==> config.mk <==
export PLATFORM = sky130hd
export DESIGN_NAME = arithmetic_token_lexer
export DESIGN_NICKNAME = d
export VERILOG_FILES = /design/src/sv/atl_pkg.sv /design/src/sv/atl_scan.sv /design/src/sv/atl_fifo.sv /design/src/sv/arithmetic_token_lexer.sv
export SDC_FILE = /design/constraint.sdc
export NUM_CORES = 1
export LEC_CHECK = 0
export BUFFER_PORTS_ARGS = -buffer_cell sky130_fd_sc_hd__buf_4
export CAP_MARGIN = 40
export CORE_MARGIN = 4
export CORE_UTILIZATION = 36
export CTS_CLUSTER_DIAMETER = 30
export DETAILED_ROUTE_END_ITERATION = 12
export SYNTH_ARGS = -nofsm -noshare
export SYNTH_HDL_FRONTEND = slang
export SYNTH_HIERARCHICAL = 1
export SYNTH_SLANG_ARGS = --single-unit
==> constraint.sdc <==
create_clock -name clk -period 7.4 [get_ports clk]
set_input_delay 1.48 -clock clk [delete_from_list [all_inputs] [get_ports clk]]
set_output_delay 1.48 -clock clk [all_outputs]
set_load 0.05 [all_outputs]
==> src/sv/atl_pkg.sv <==
`timescale 1ns / 1ps

package atl_pkg;

	localparam int POSITION_BITS_DEF = 16;
	localparam int FIFO_DEPTH        = 4;

	localparam logic [15:0] LINE_MAX  = 16'hFFFF;
	localparam logic [15:0] FIELD_MAX = 16'hFFFF;

	// source bytes with a meaning of their own
	localparam logic [7:0] CH_NUL   = 8'h00;
	localparam logic [7:0] CH_TAB   = 8'h09;
	localparam logic [7:0] CH_LF    = 8'h0A;
	localparam logic [7:0] CH_VT    = 8'h0B;
	localparam logic [7:0] CH_CR    = 8'h0D;
	localparam logic [7:0] CH_SPACE = 8'h20;
	localparam logic [7:0] CH_STAR  = 8'h2A;
	localparam logic [7:0] CH_PLUS  = 8'h2B;
	localparam logic [7:0] CH_MINUS = 8'h2D;
	localparam logic [7:0] CH_SLASH = 8'h2F;
	localparam logic [7:0] CH_ZERO  = 8'h30;
	localparam logic [7:0] CH_NINE  = 8'h39;

	typedef enum logic [2:0] {
		KIND_END   = 3'd0,
		KIND_ERROR = 3'd1,
		KIND_INT   = 3'd2,
		KIND_PLUS  = 3'd3,
		KIND_MINUS = 3'd4,
		KIND_STAR  = 3'd5,
		KIND_SLASH = 3'd6
	} kind_t;

	typedef enum logic [2:0] {
		MODE_IDLE    = 3'd0,
		MODE_NUMBER  = 3'd1,
		MODE_SLASH   = 3'd2,
		MODE_COMMENT = 3'd3,
		MODE_SKIP    = 3'd4
	} mode_t;

	typedef struct packed {
		kind_t       kind;
		logic [15:0] start;
		logic [15:0] length;
		logic [15:0] line;
		logic        last;
	} tok_t;

	typedef struct packed {
		logic a;
		logic b;
	} push_t;

endpackage

==> src/sv/atl_scan.sv <==
`timescale 1ns / 1ps

module atl_scan #(
	parameter int POSITION_BITS = atl_pkg::POSITION_BITS_DEF
) (
	input  logic          clk,
	input  logic          arst_n,
	input  logic          step,
	input  logic [7:0]    char_byte,
	output atl_pkg::push_t push,
	output atl_pkg::tok_t  tok_a,
	output atl_pkg::tok_t  tok_b
);
	import atl_pkg::*;

	localparam int PB = POSITION_BITS;
	localparam int W  = (PB > 16) ? PB : 16;

	mode_t           mode_q;
	mode_t           mode_d;
	logic [PB-1:0]   pos_q;
	logic [PB-1:0]   begin_q;
	logic [15:0]     line_q;

	logic [PB-1:0]   pos_next;
	logic            digit;

	// what a byte does when no token is open
	mode_t           idle_mode;
	logic            idle_emit;
	kind_t           idle_kind;
	logic            idle_begin;
	logic            idle_bump;
	logic            idle_restart;

	logic            do_idle;
	logic            begin_load;
	logic            bump;
	logic            restart;

	logic            close;
	kind_t           close_kind;
	logic [PB-1:0]   close_len;
	logic            side_emit;
	kind_t           side_kind;
	tok_t            close_tok;
	tok_t            side_tok;

	function automatic logic [15:0] clamp_f(input logic [PB-1:0] v);
		logic [W-1:0] e;
		e = W'(v);
		clamp_f = (e > W'(FIELD_MAX)) ? FIELD_MAX : e[15:0];
	endfunction

	assign pos_next = (pos_q == {PB{1'b1}}) ? pos_q : pos_q + PB'(1);
	assign digit    = (char_byte >= CH_ZERO) && (char_byte <= CH_NINE);

	always_comb begin
		idle_mode    = MODE_IDLE;
		idle_emit    = 1'b0;
		idle_kind    = KIND_END;
		idle_begin   = 1'b0;
		idle_bump    = 1'b0;
		idle_restart = 1'b0;
		if (digit) begin
			idle_mode  = MODE_NUMBER;
			idle_begin = 1'b1;
		end else begin
			case (char_byte)
				CH_SPACE, CH_TAB, CH_CR, CH_VT: begin
				end
				CH_LF: begin
					idle_bump = 1'b1;
				end
				CH_PLUS: begin
					idle_emit = 1'b1;
					idle_kind = KIND_PLUS;
				end
				CH_MINUS: begin
					idle_emit = 1'b1;
					idle_kind = KIND_MINUS;
				end
				CH_STAR: begin
					idle_emit = 1'b1;
					idle_kind = KIND_STAR;
				end
				CH_SLASH: begin
					idle_mode  = MODE_SLASH;
					idle_begin = 1'b1;
				end
				CH_NUL: begin
					idle_emit    = 1'b1;
					idle_kind    = KIND_END;
					idle_restart = 1'b1;
				end
				default: begin
					idle_emit = 1'b1;
					idle_kind = KIND_ERROR;
					idle_mode = MODE_SKIP;
				end
			endcase
		end
	end

	// next state
	always_comb begin
		mode_d     = mode_q;
		do_idle    = 1'b0;
		begin_load = 1'b0;
		bump       = 1'b0;
		restart    = 1'b0;
		case (mode_q)
			MODE_NUMBER: begin
				if (!digit) begin
					do_idle = 1'b1;
				end
			end
			MODE_SLASH: begin
				if (char_byte == CH_SLASH) begin
					mode_d = MODE_COMMENT;
				end else begin
					do_idle = 1'b1;
				end
			end
			MODE_COMMENT: begin
				if (char_byte == CH_LF) begin
					bump   = 1'b1;
					mode_d = MODE_IDLE;
				end else if (char_byte == CH_NUL) begin
					do_idle = 1'b1;
				end
			end
			MODE_SKIP: begin
				if (char_byte == CH_NUL) begin
					restart = 1'b1;
					mode_d  = MODE_IDLE;
				end
			end
			default: begin
				do_idle = 1'b1;
			end
		endcase
		if (do_idle) begin
			mode_d     = idle_mode;
			begin_load = idle_begin;
			bump       = idle_bump;
			restart    = idle_restart;
		end
	end

	// tokens: an open token closed by this byte goes first
	always_comb begin
		close      = 1'b0;
		close_kind = KIND_INT;
		close_len  = pos_q - begin_q;
		side_emit  = 1'b0;
		side_kind  = idle_kind;
		case (mode_q)
			MODE_NUMBER: begin
				close = !digit;
			end
			MODE_SLASH: begin
				close      = (char_byte != CH_SLASH);
				close_kind = KIND_SLASH;
				close_len  = PB'(1);
			end
			default: begin
			end
		endcase
		if (mode_q == MODE_SKIP) begin
			side_emit = (char_byte == CH_NUL);
			side_kind = KIND_END;
		end else begin
			side_emit = do_idle && idle_emit;
		end

		close_tok.kind   = close_kind;
		close_tok.start  = clamp_f(begin_q);
		close_tok.length = clamp_f(close_len);
		close_tok.line   = line_q;
		close_tok.last   = !side_emit;

		side_tok.kind    = side_kind;
		side_tok.start   = clamp_f(pos_q);
		side_tok.length  = 16'd1;
		side_tok.line    = line_q;
		side_tok.last    = 1'b1;

		if (close) begin
			tok_a  = close_tok;
			tok_b  = side_tok;
			push.a = step;
			push.b = step && side_emit;
		end else begin
			tok_a  = side_tok;
			tok_b  = side_tok;
			push.a = step && side_emit;
			push.b = 1'b0;
		end
	end

	always_ff @(posedge clk or negedge arst_n) begin
		if (!arst_n) begin
			mode_q  <= MODE_IDLE;
			pos_q   <= '0;
			begin_q <= '0;
			line_q  <= 16'd1;
		end else if (step) begin
			if (restart) begin
				mode_q  <= MODE_IDLE;
				pos_q   <= '0;
				begin_q <= '0;
				line_q  <= 16'd1;
			end else begin
				mode_q <= mode_d;
				pos_q  <= pos_next;
				if (begin_load) begin
					begin_q <= pos_q;
				end
				if (bump && (line_q != LINE_MAX)) begin
					line_q <= line_q + 16'd1;
				end
			end
		end
	end

endmodule

==> src/sv/atl_fifo.sv <==
`timescale 1ns / 1ps

module atl_fifo (
	input  logic           clk,
	input  logic           arst_n,
	input  atl_pkg::push_t push,
	input  atl_pkg::tok_t  tok_a,
	input  atl_pkg::tok_t  tok_b,
	input  logic           pop,
	output atl_pkg::tok_t  head,
	output logic           not_empty,
	output logic           room2
);
	import atl_pkg::*;

	localparam int PTR_W = $clog2(FIFO_DEPTH);
	localparam int CNT_W = $clog2(FIFO_DEPTH + 1);

	tok_t             mem_q [FIFO_DEPTH];
	logic [PTR_W-1:0] wr_ptr_q;
	logic [PTR_W-1:0] rd_ptr_q;
	logic [CNT_W-1:0] count_q;
	logic [PTR_W-1:0] wr_ptr_b;

	assign wr_ptr_b  = wr_ptr_q + PTR_W'(1);
	assign head      = mem_q[rd_ptr_q];
	assign not_empty = (count_q != '0);
	assign room2     = (count_q <= CNT_W'(FIFO_DEPTH - 2));

	always_ff @(posedge clk) begin
		if (push.a) begin
			mem_q[wr_ptr_q] <= tok_a;
		end
		if (push.b) begin
			mem_q[wr_ptr_b] <= tok_b;
		end
	end

	always_ff @(posedge clk or negedge arst_n) begin
		if (!arst_n) begin
			wr_ptr_q <= '0;
			rd_ptr_q <= '0;
			count_q  <= '0;
		end else begin
			wr_ptr_q <= wr_ptr_q + PTR_W'(push.a) + PTR_W'(push.b);
			rd_ptr_q <= rd_ptr_q + PTR_W'(pop);
			count_q  <= count_q + CNT_W'(push.a) + CNT_W'(push.b) - CNT_W'(pop);
		end
	end

endmodule

==> src/sv/arithmetic_token_lexer.sv <==
`timescale 1ns / 1ps
// path: a byte is registered in the input stage, and its tokens are then
// written into the token queue, whose head drives the token port
// throughput: one byte per cycle while the token queue has room for two tokens,
// else char_stall holds the byte; a byte that closes an open token and emits
// another puts both into a four-entry token queue behind the single token port
// reset: arst_n clears the queue, the input stage and the scan state (line 1)

module arithmetic_token_lexer #(
	parameter int POSITION_BITS = atl_pkg::POSITION_BITS_DEF
) (
	input  logic        clk,
	input  logic        arst_n,
	input  logic        char_valid,
	output logic        char_stall,
	input  logic [7:0]  char_byte,
	output logic        token_valid,
	input  logic        token_stall,
	output logic [2:0]  token_kind,
	output logic [15:0] token_start,
	output logic [15:0] token_length,
	output logic [15:0] token_line,
	output logic        last_of_run
);
	import atl_pkg::*;

	logic       valid_s1;
	logic [7:0] byte_s1;
	logic       step;
	logic       room2;
	push_t      push;
	tok_t       tok_a;
	tok_t       tok_b;
	tok_t       head;

	assign step       = valid_s1 && room2;
	assign char_stall = valid_s1 && !room2;

	always_ff @(posedge clk or negedge arst_n) begin
		if (!arst_n) begin
			valid_s1 <= 1'b0;
		end else if (!char_stall) begin
			valid_s1 <= char_valid;
		end
	end

	always_ff @(posedge clk) begin
		if (char_valid && !char_stall) begin
			byte_s1 <= char_byte;
		end
	end

	atl_scan #(
		.POSITION_BITS(POSITION_BITS)
	) u_scan (
		.clk      (clk),
		.arst_n   (arst_n),
		.step     (step),
		.char_byte(byte_s1),
		.push     (push),
		.tok_a    (tok_a),
		.tok_b    (tok_b)
	);

	atl_fifo u_fifo (
		.clk      (clk),
		.arst_n   (arst_n),
		.push     (push),
		.tok_a    (tok_a),
		.tok_b    (tok_b),
		.pop      (token_valid && !token_stall),
		.head     (head),
		.not_empty(token_valid),
		.room2    (room2)
	);

	assign token_kind   = head.kind;
	assign token_start  = head.start;
	assign token_length = head.length;
	assign token_line   = head.line;
	assign last_of_run  = head.last;

endmodule

## Yosys cells after proc, flatten, opt, wreduce, memory -nomap -nowiden

Memories as Yosys holds them, arrays and structs flattened.
Cells that the tools add are included.

- Register bits after elaboration: 67
- Memory bits (writable): 208
- Bits of input ports: 12
- Output and inout port bits: 54
- Word-level logic and storage cells: 118
- Memories kept: 1

- Add/sub/neg operators: 10
- Magnitude comparators: 6
- Eq/ne operators: 20
- Multiplexer cells: 47
- Reduce and logical (&&, ||, !) cells: 25

Memory list:

| memory | depth | bits a word | read ports | clocked after memory_dff | write ports | line | text |
|---|---|---|---|---|---|---|---|
| u_fifo.mem_q | 4 | 52 | 1 | 0 | 2 | atl_fifo.sv:19 | `tok_t mem_q [FIFO_DEPTH];` |

Operators by type and width:

| cell | count |
|---|---|
| 2-to-1 mux 16 bit | 10 |
| 2-to-1 mux 52 bit | 1 |
| greater-than comparator 16 bit, second input constant | 3 |
| == test 8 x 6 -> 1 bit, second input constant | 5 |
| adder 16 x 1 -> 16 bit, second input constant | 2 |
| == test 8 x 4 -> 1 bit, second input constant | 4 |
| 2-to-1 mux 3 bit | 9 |
| 2-to-1 mux 1 bit | 21 |
| == test 16 bit, second input constant | 1 |
| != test 16 bit, second input constant | 1 |
| subtractor 16 bit | 1 |
| != test 4 x 1 -> 1 bit, second input constant | 3 |
| one-hot mux 3 bit (4 select lines) | 1 |
| one-hot mux 3 bit (3 select lines) | 1 |
| OR reduction 9 bit | 1 |
| >= comparator 8 x 6 -> 1 bit, second input constant | 1 |
| <= comparator 8 x 6 -> 1 bit, second input constant | 1 |
| logical AND 1 bit | 8 |
| logical NOT 8 bit | 1 |
| != test 8 x 6 -> 1 bit, second input constant | 1 |
| OR reduction 7 bit | 1 |
| adder 2 x 1 -> 2 bit | 3 |
| adder 3 x 1 -> 3 bit | 2 |
| == test 3 x 2 -> 1 bit, second input constant | 2 |
| 17 further kinds | 24 |

## Longest topological paths before layout

- Depth after elaboration: 11
- Gate-level depth with buffers: 12
- Gate-level depth less buffers: 12

## Modules after synthesis

The synthesis kept the hierarchy.

Modules (own cells, without submodules):

| module | instances | cells an instance | area each (um^2) | sequential area each (um^2) |
|---|---|---|---|---|
| atl_fifo | 1 | 536 | 10408.7 | 6421.2 |
| atl_scan | 1 | 555 | 4435.5 | 1277.5 |
| arithmetic_token_lexer | 1 | 15 | 310.3 | 265.3 |

## Worst setup path after synthesis

No wires, ideal clock.

- Path kind: register -> register
- From: register u_scan.mode_q[0]
- To: memory u_fifo/mem_q[0][0] (netlist name) (enable)
- Data arrival time: 5780 ps
- Required time: 6861 ps
- Setup slack: 1081 ps
- Cell stages (with the launch flop): 9
- Period minus slack after synthesis: 6319 ps
- Cell sequence: dfrtp_1 -> clkbuf_1 -> nand2b_1 -> a211oi_2 -> nor2_1 -> clkbuf_1 -> a31oi_1 -> inv_1 -> o31ai_1

RTL lines:

| what | line | text |
|---|---|---|
| from (decl) | atl_scan.sv:19 | `mode_t mode_q;` |
| from (signal assigned) | atl_scan.sv:215 | `mode_q <= mode_d;` |
| to (decl) | atl_fifo.sv:19 |  |

## Worst setup path in the final report

- From: register u_fifo.rd_ptr_q[0]
- To: output token_kind[2]

- Longest elaborated chain between the ends: 1

RTL lines:

| what | line | text |
|---|---|---|
| from (decl) | atl_fifo.sv:21 | `logic [PTR_W-1:0] rd_ptr_q;` |
| from (signal assigned) | atl_fifo.sv:46 | `rd_ptr_q <= rd_ptr_q + PTR_W'(pop);` |
| memory (4 x 52 bit) | - |  |
| to (decl) | arithmetic_token_lexer.sv:19 | `output logic [2:0] token_kind,` |

Every way passes these cells.

==> reports/summary.md <==
### Outcome
- completed — result of the run

### Worst setup path
- buf_4, mux4_2, buf_4 — critical path cell sequence
- byte_s1[1] — worst reg2reg path startpoint
- 5.92 ns — required arrival time at the worst endpoint
- flip-flop — crit path launch type
- sky130_fd_sc_hd__dfrtp_4 — standard cell with the maximum stage delay on the critical path
- 0.91 ns — Slowest Stage Delay on Critical Path
- 33 — maximum fanout encountered on the critical timing path
- reg2out — class of the most critical setup path
- u_fifo/rd_ptr_q[0] — origin of the worst setup path
- sky130_fd_sc_hd__buf_4 — most frequent CP cell
- 8 — worst-case reg-to-reg path depth
- primary output — kind of capture point of the worst setup path
- 2.90 ns — endpoint arrival time on the critical path

### Clock network
- 0 — buffers inserted by post-CTS timing repair
- 0.59 ns — insertion delay to the later sink of the worst-skew pair
- 0 — hold bufs inserted after CTS
- done — CTS tree
- 0 — Resized Gates After CTS
- 275 — Clock Sinks
- sky130_fd_sc_hd__clkbuf_16 — library cell used as clock root buffer
- 61 — CTS Buf Count
- 2 — CTS H-Tree Depth
- 0.05 ns — Clk pin slew, worst setup/hold paths
- 3 — buffer levels on the longest clock path

### Final layout
- 0 — Ant. Diodes
- 1220 — number of nets at the end of the flow
- 3671 — fill cell count
- 20.6% — area delta synth->final
- 18300 sq um — final design instance area without fill
- 0.385 — proportion of layout cells with a drive suffix above 1

### Timing
- no — RSZ-0062 raised after global routing
- 3.02 ns — Final Worst Setup Slack
- 0 ns — setup tns final
- 0.0319 ns — worst clock skew
- 0.428 — relative max-transition margin
- 0.229 GHz — Max Fclk
- 0 — final hold violation count
- 0.591 — Final Cycle Share
- 0 — final-report max-slew violation count
- 0.850 ns — transition time at the pin with the least slew margin
- 4.38 ns — time the worst path needs with I/O delays and setup
- 0 — final setup violating endpoints

### Synth
- 13.7 sq um — Syn Area/Cell
- 0.526 — sequential element share of the synthesized area
- 216 — EDFF count, synth
- sky130_fd_sc_hd__edfxtp_1 — cell type contributing the most total cell area after synthesis
- sky130_fd_sc_hd__edfxtp_1 — Main synth FF type
- 0.215 — Async SR Flop Fraction
- sky130_fd_sc_hd__edfxtp_1, sky130_fd_sc_hd__mux2_2, sky130_fd_sc_hd__dfrtp_1 — top post-synthesis cells by area
- 0.428 — share of the synthesized area in the top cell type
- 73 — Yosys cell types
- 0.248 — proportion of synthesized area in mux cells
- 0.0139 — Synth Area in XOR/XNOR
- 0.0604 — complex-gate fraction of the synthesized area
- 0.0218 — arithmetic-cell share of the synthesized area counting full adders, half adders and majority gates
- 6 — warnings from Yosys
- 1106 — post-synthesis instance total
- 0.0811 — share of synthesized cell area in and, or, nand and nor gates
- sky130_fd_sc_hd__edfxtp_1, sky130_fd_sc_hd__mux2_2, sky130_fd_sc_hd__nand2_1 — ranking of synthesized cells by instance count
- multiplexers — largest family of logic cells by synthesized area
- 15200 sq um — Mapped Area
- 275 — number of flip-flops and latches in the synthesized netlist
- sky130_fd_sc_hd__edfxtp_1 — most common cell in the synthesized netlist

### Route
- 20.2 um — routed length per instance
- 5.30 — vias per cell
- 697 — Iter 0 DRT Violations
- 9367 — count of vias placed by the detailed router
- 35.8 mm — final routed wirelength across all metal layers
- 7 — first-pass detailed-route iteration total
- 0 — count of nets left with antenna violations after detail routing
- 0 — DRC violation count after routing

### Power
- 0.00721 W — total power after layout
- 6.99 nW — leakage power total
- 395 nW/um^2 — P per Cell Area
- 0.235 mV — worst vdd rail ir drop

### GRT
- 0 — number of antenna violations at the first check in global routing
- 9692 — vias in the first global route
- 60 — largest net degree at the start of global routing
- 56.6 mm — first-pass GRT wire length
- 0 — total global routing overflow
- 0.159 — gr usage total

### Flow run
- 0 — count of maximum capacitance violations

### Hold path
- u_scan/begin_q[14] — Hold Crit Start
- 2 — hold path cells
- reg2reg — class of the tightest hold or removal check

### Floorplanning
- 45400 sq um — full die area
- 213 um — Horiz. Die Dim
- 0.368 — Starting Density
- 66 — Top-Level Pins
- 213 um — DIE HEIGHT
- 74 — number of placement rows
- 41200 sq um — standard cell core area

### Placement
- 65 — count of input and output buffers
- 3.10 ns — worst slack, placed
- 16100 sq um — Cell Area, Placed
- 0.846 — routability congestion estimate from global placement
- 22.9 mm — detailed placement HPWL

logic make-up after synthesis:
| logic type | Yosys count |
|---|---|
| compound gates | 132 |
| xor+xnor | 24 |
| fa+ha+maj | 24 |
| buf+inv | 133 |
| flops | 275 |
| mux | 284 |
| other cells | 2 |
| simple gates | 232 |
metal layers:
layer / routed length (um) / vias up / GRT usage
met5: 0 / - / 0
met4: 653 / 0 / 0.0428
met3: 1680 / 48 / 0.0287
met2: 17100 / 236 / 0.259
met1: 16300 / 4687 / 0.221
li1: - / 4396 / -
sequential cells by signal, summed over array words and instances (netlist names):
signal,flops
byte_s1,8
u_fifo/count_q,3
u_fifo/mem_q,208
u_fifo/rd_ptr_q,2
u_fifo/wr_ptr_q,2
u_scan/begin_q,16
u_scan/line_q,16
u_scan/mode_q,3
u_scan/pos_q,16
valid_s1,1
metrics by stage:
step	hold WS, ns	util	std cells
after CTS	0.525	0.444	1769
after global routing	0.544	0.444	1769
final	0.524	0.444	1769
after global placement	0.511	0.387	1643
after detailed placement	0.516	0.391	1653
after floorplan	0.461	-	1121
final timing paths:
kind | end | slack, ns
worst min register to register | u_scan/begin_q[14] | 0.52
worst max register to register | u_fifo/mem_q[3][44] | 3.04
worst min-delay path | u_scan/begin_q[14] | 0.52
worst max-delay path | token_kind[2] | 3.02
min in group asynchronous | u_scan/line_q[5] | 0.98
max in group asynchronous | u_fifo/rd_ptr_q[0] | 5.80
cell type report:
cell class | instances | area [sq um] | area share
flip-flops and latches | 275 | 7970 | 0.436
multi-input cells | 713 | 6540 | 0.358
clock buffers | 78 | 1670 | 0.0914
repair buffers | 89 | 773 | 0.0423
well taps | 532 | 666 | 0.0364
clock inverters | 38 | 502 | 0.0274
inverters | 44 | 165 | 0.00903
worst max-delay path, delay by kind of cell, from the launching register on:
family	cells	cell delay (ns)
buf+inv	2	0.75
flops	1	0.91
mux	1	0.62
layout by cell type (no fill, tap or decap), types with 10 or more instances in the layout:
cell,instances
sky130_fd_sc_hd__a21oi_1,16
sky130_fd_sc_hd__a221o_1,10
sky130_fd_sc_hd__buf_4,81
sky130_fd_sc_hd__clkbuf_1,10
sky130_fd_sc_hd__clkbuf_16,62
sky130_fd_sc_hd__conb_1,17
sky130_fd_sc_hd__dfrtp_1,56
sky130_fd_sc_hd__edfxtp_1,216
sky130_fd_sc_hd__ha_1,20
sky130_fd_sc_hd__inv_1,44
sky130_fd_sc_hd__mux2_2,205
sky130_fd_sc_hd__mux2i_1,23
sky130_fd_sc_hd__mux4_2,52
sky130_fd_sc_hd__nand2_1,71
sky130_fd_sc_hd__nand3_1,16
sky130_fd_sc_hd__nor2_1,41
sky130_fd_sc_hd__nor3_1,26
sky130_fd_sc_hd__o211ai_1,10
sky130_fd_sc_hd__o21ai_0,41
sky130_fd_sc_hd__xnor2_1,17
power breakdown:
part / switching (W) / internal (W) / total, W / leakage [nW]
clock network: 0.000889 / 0.00192 / 0.00281 / 1.04
logic: 0.00145 / 0.000879 / 0.00233 / 3.12
registers: 0.000195 / 0.00188 / 0.00208 / 2.83
Power figures use the tool's default switching activity.
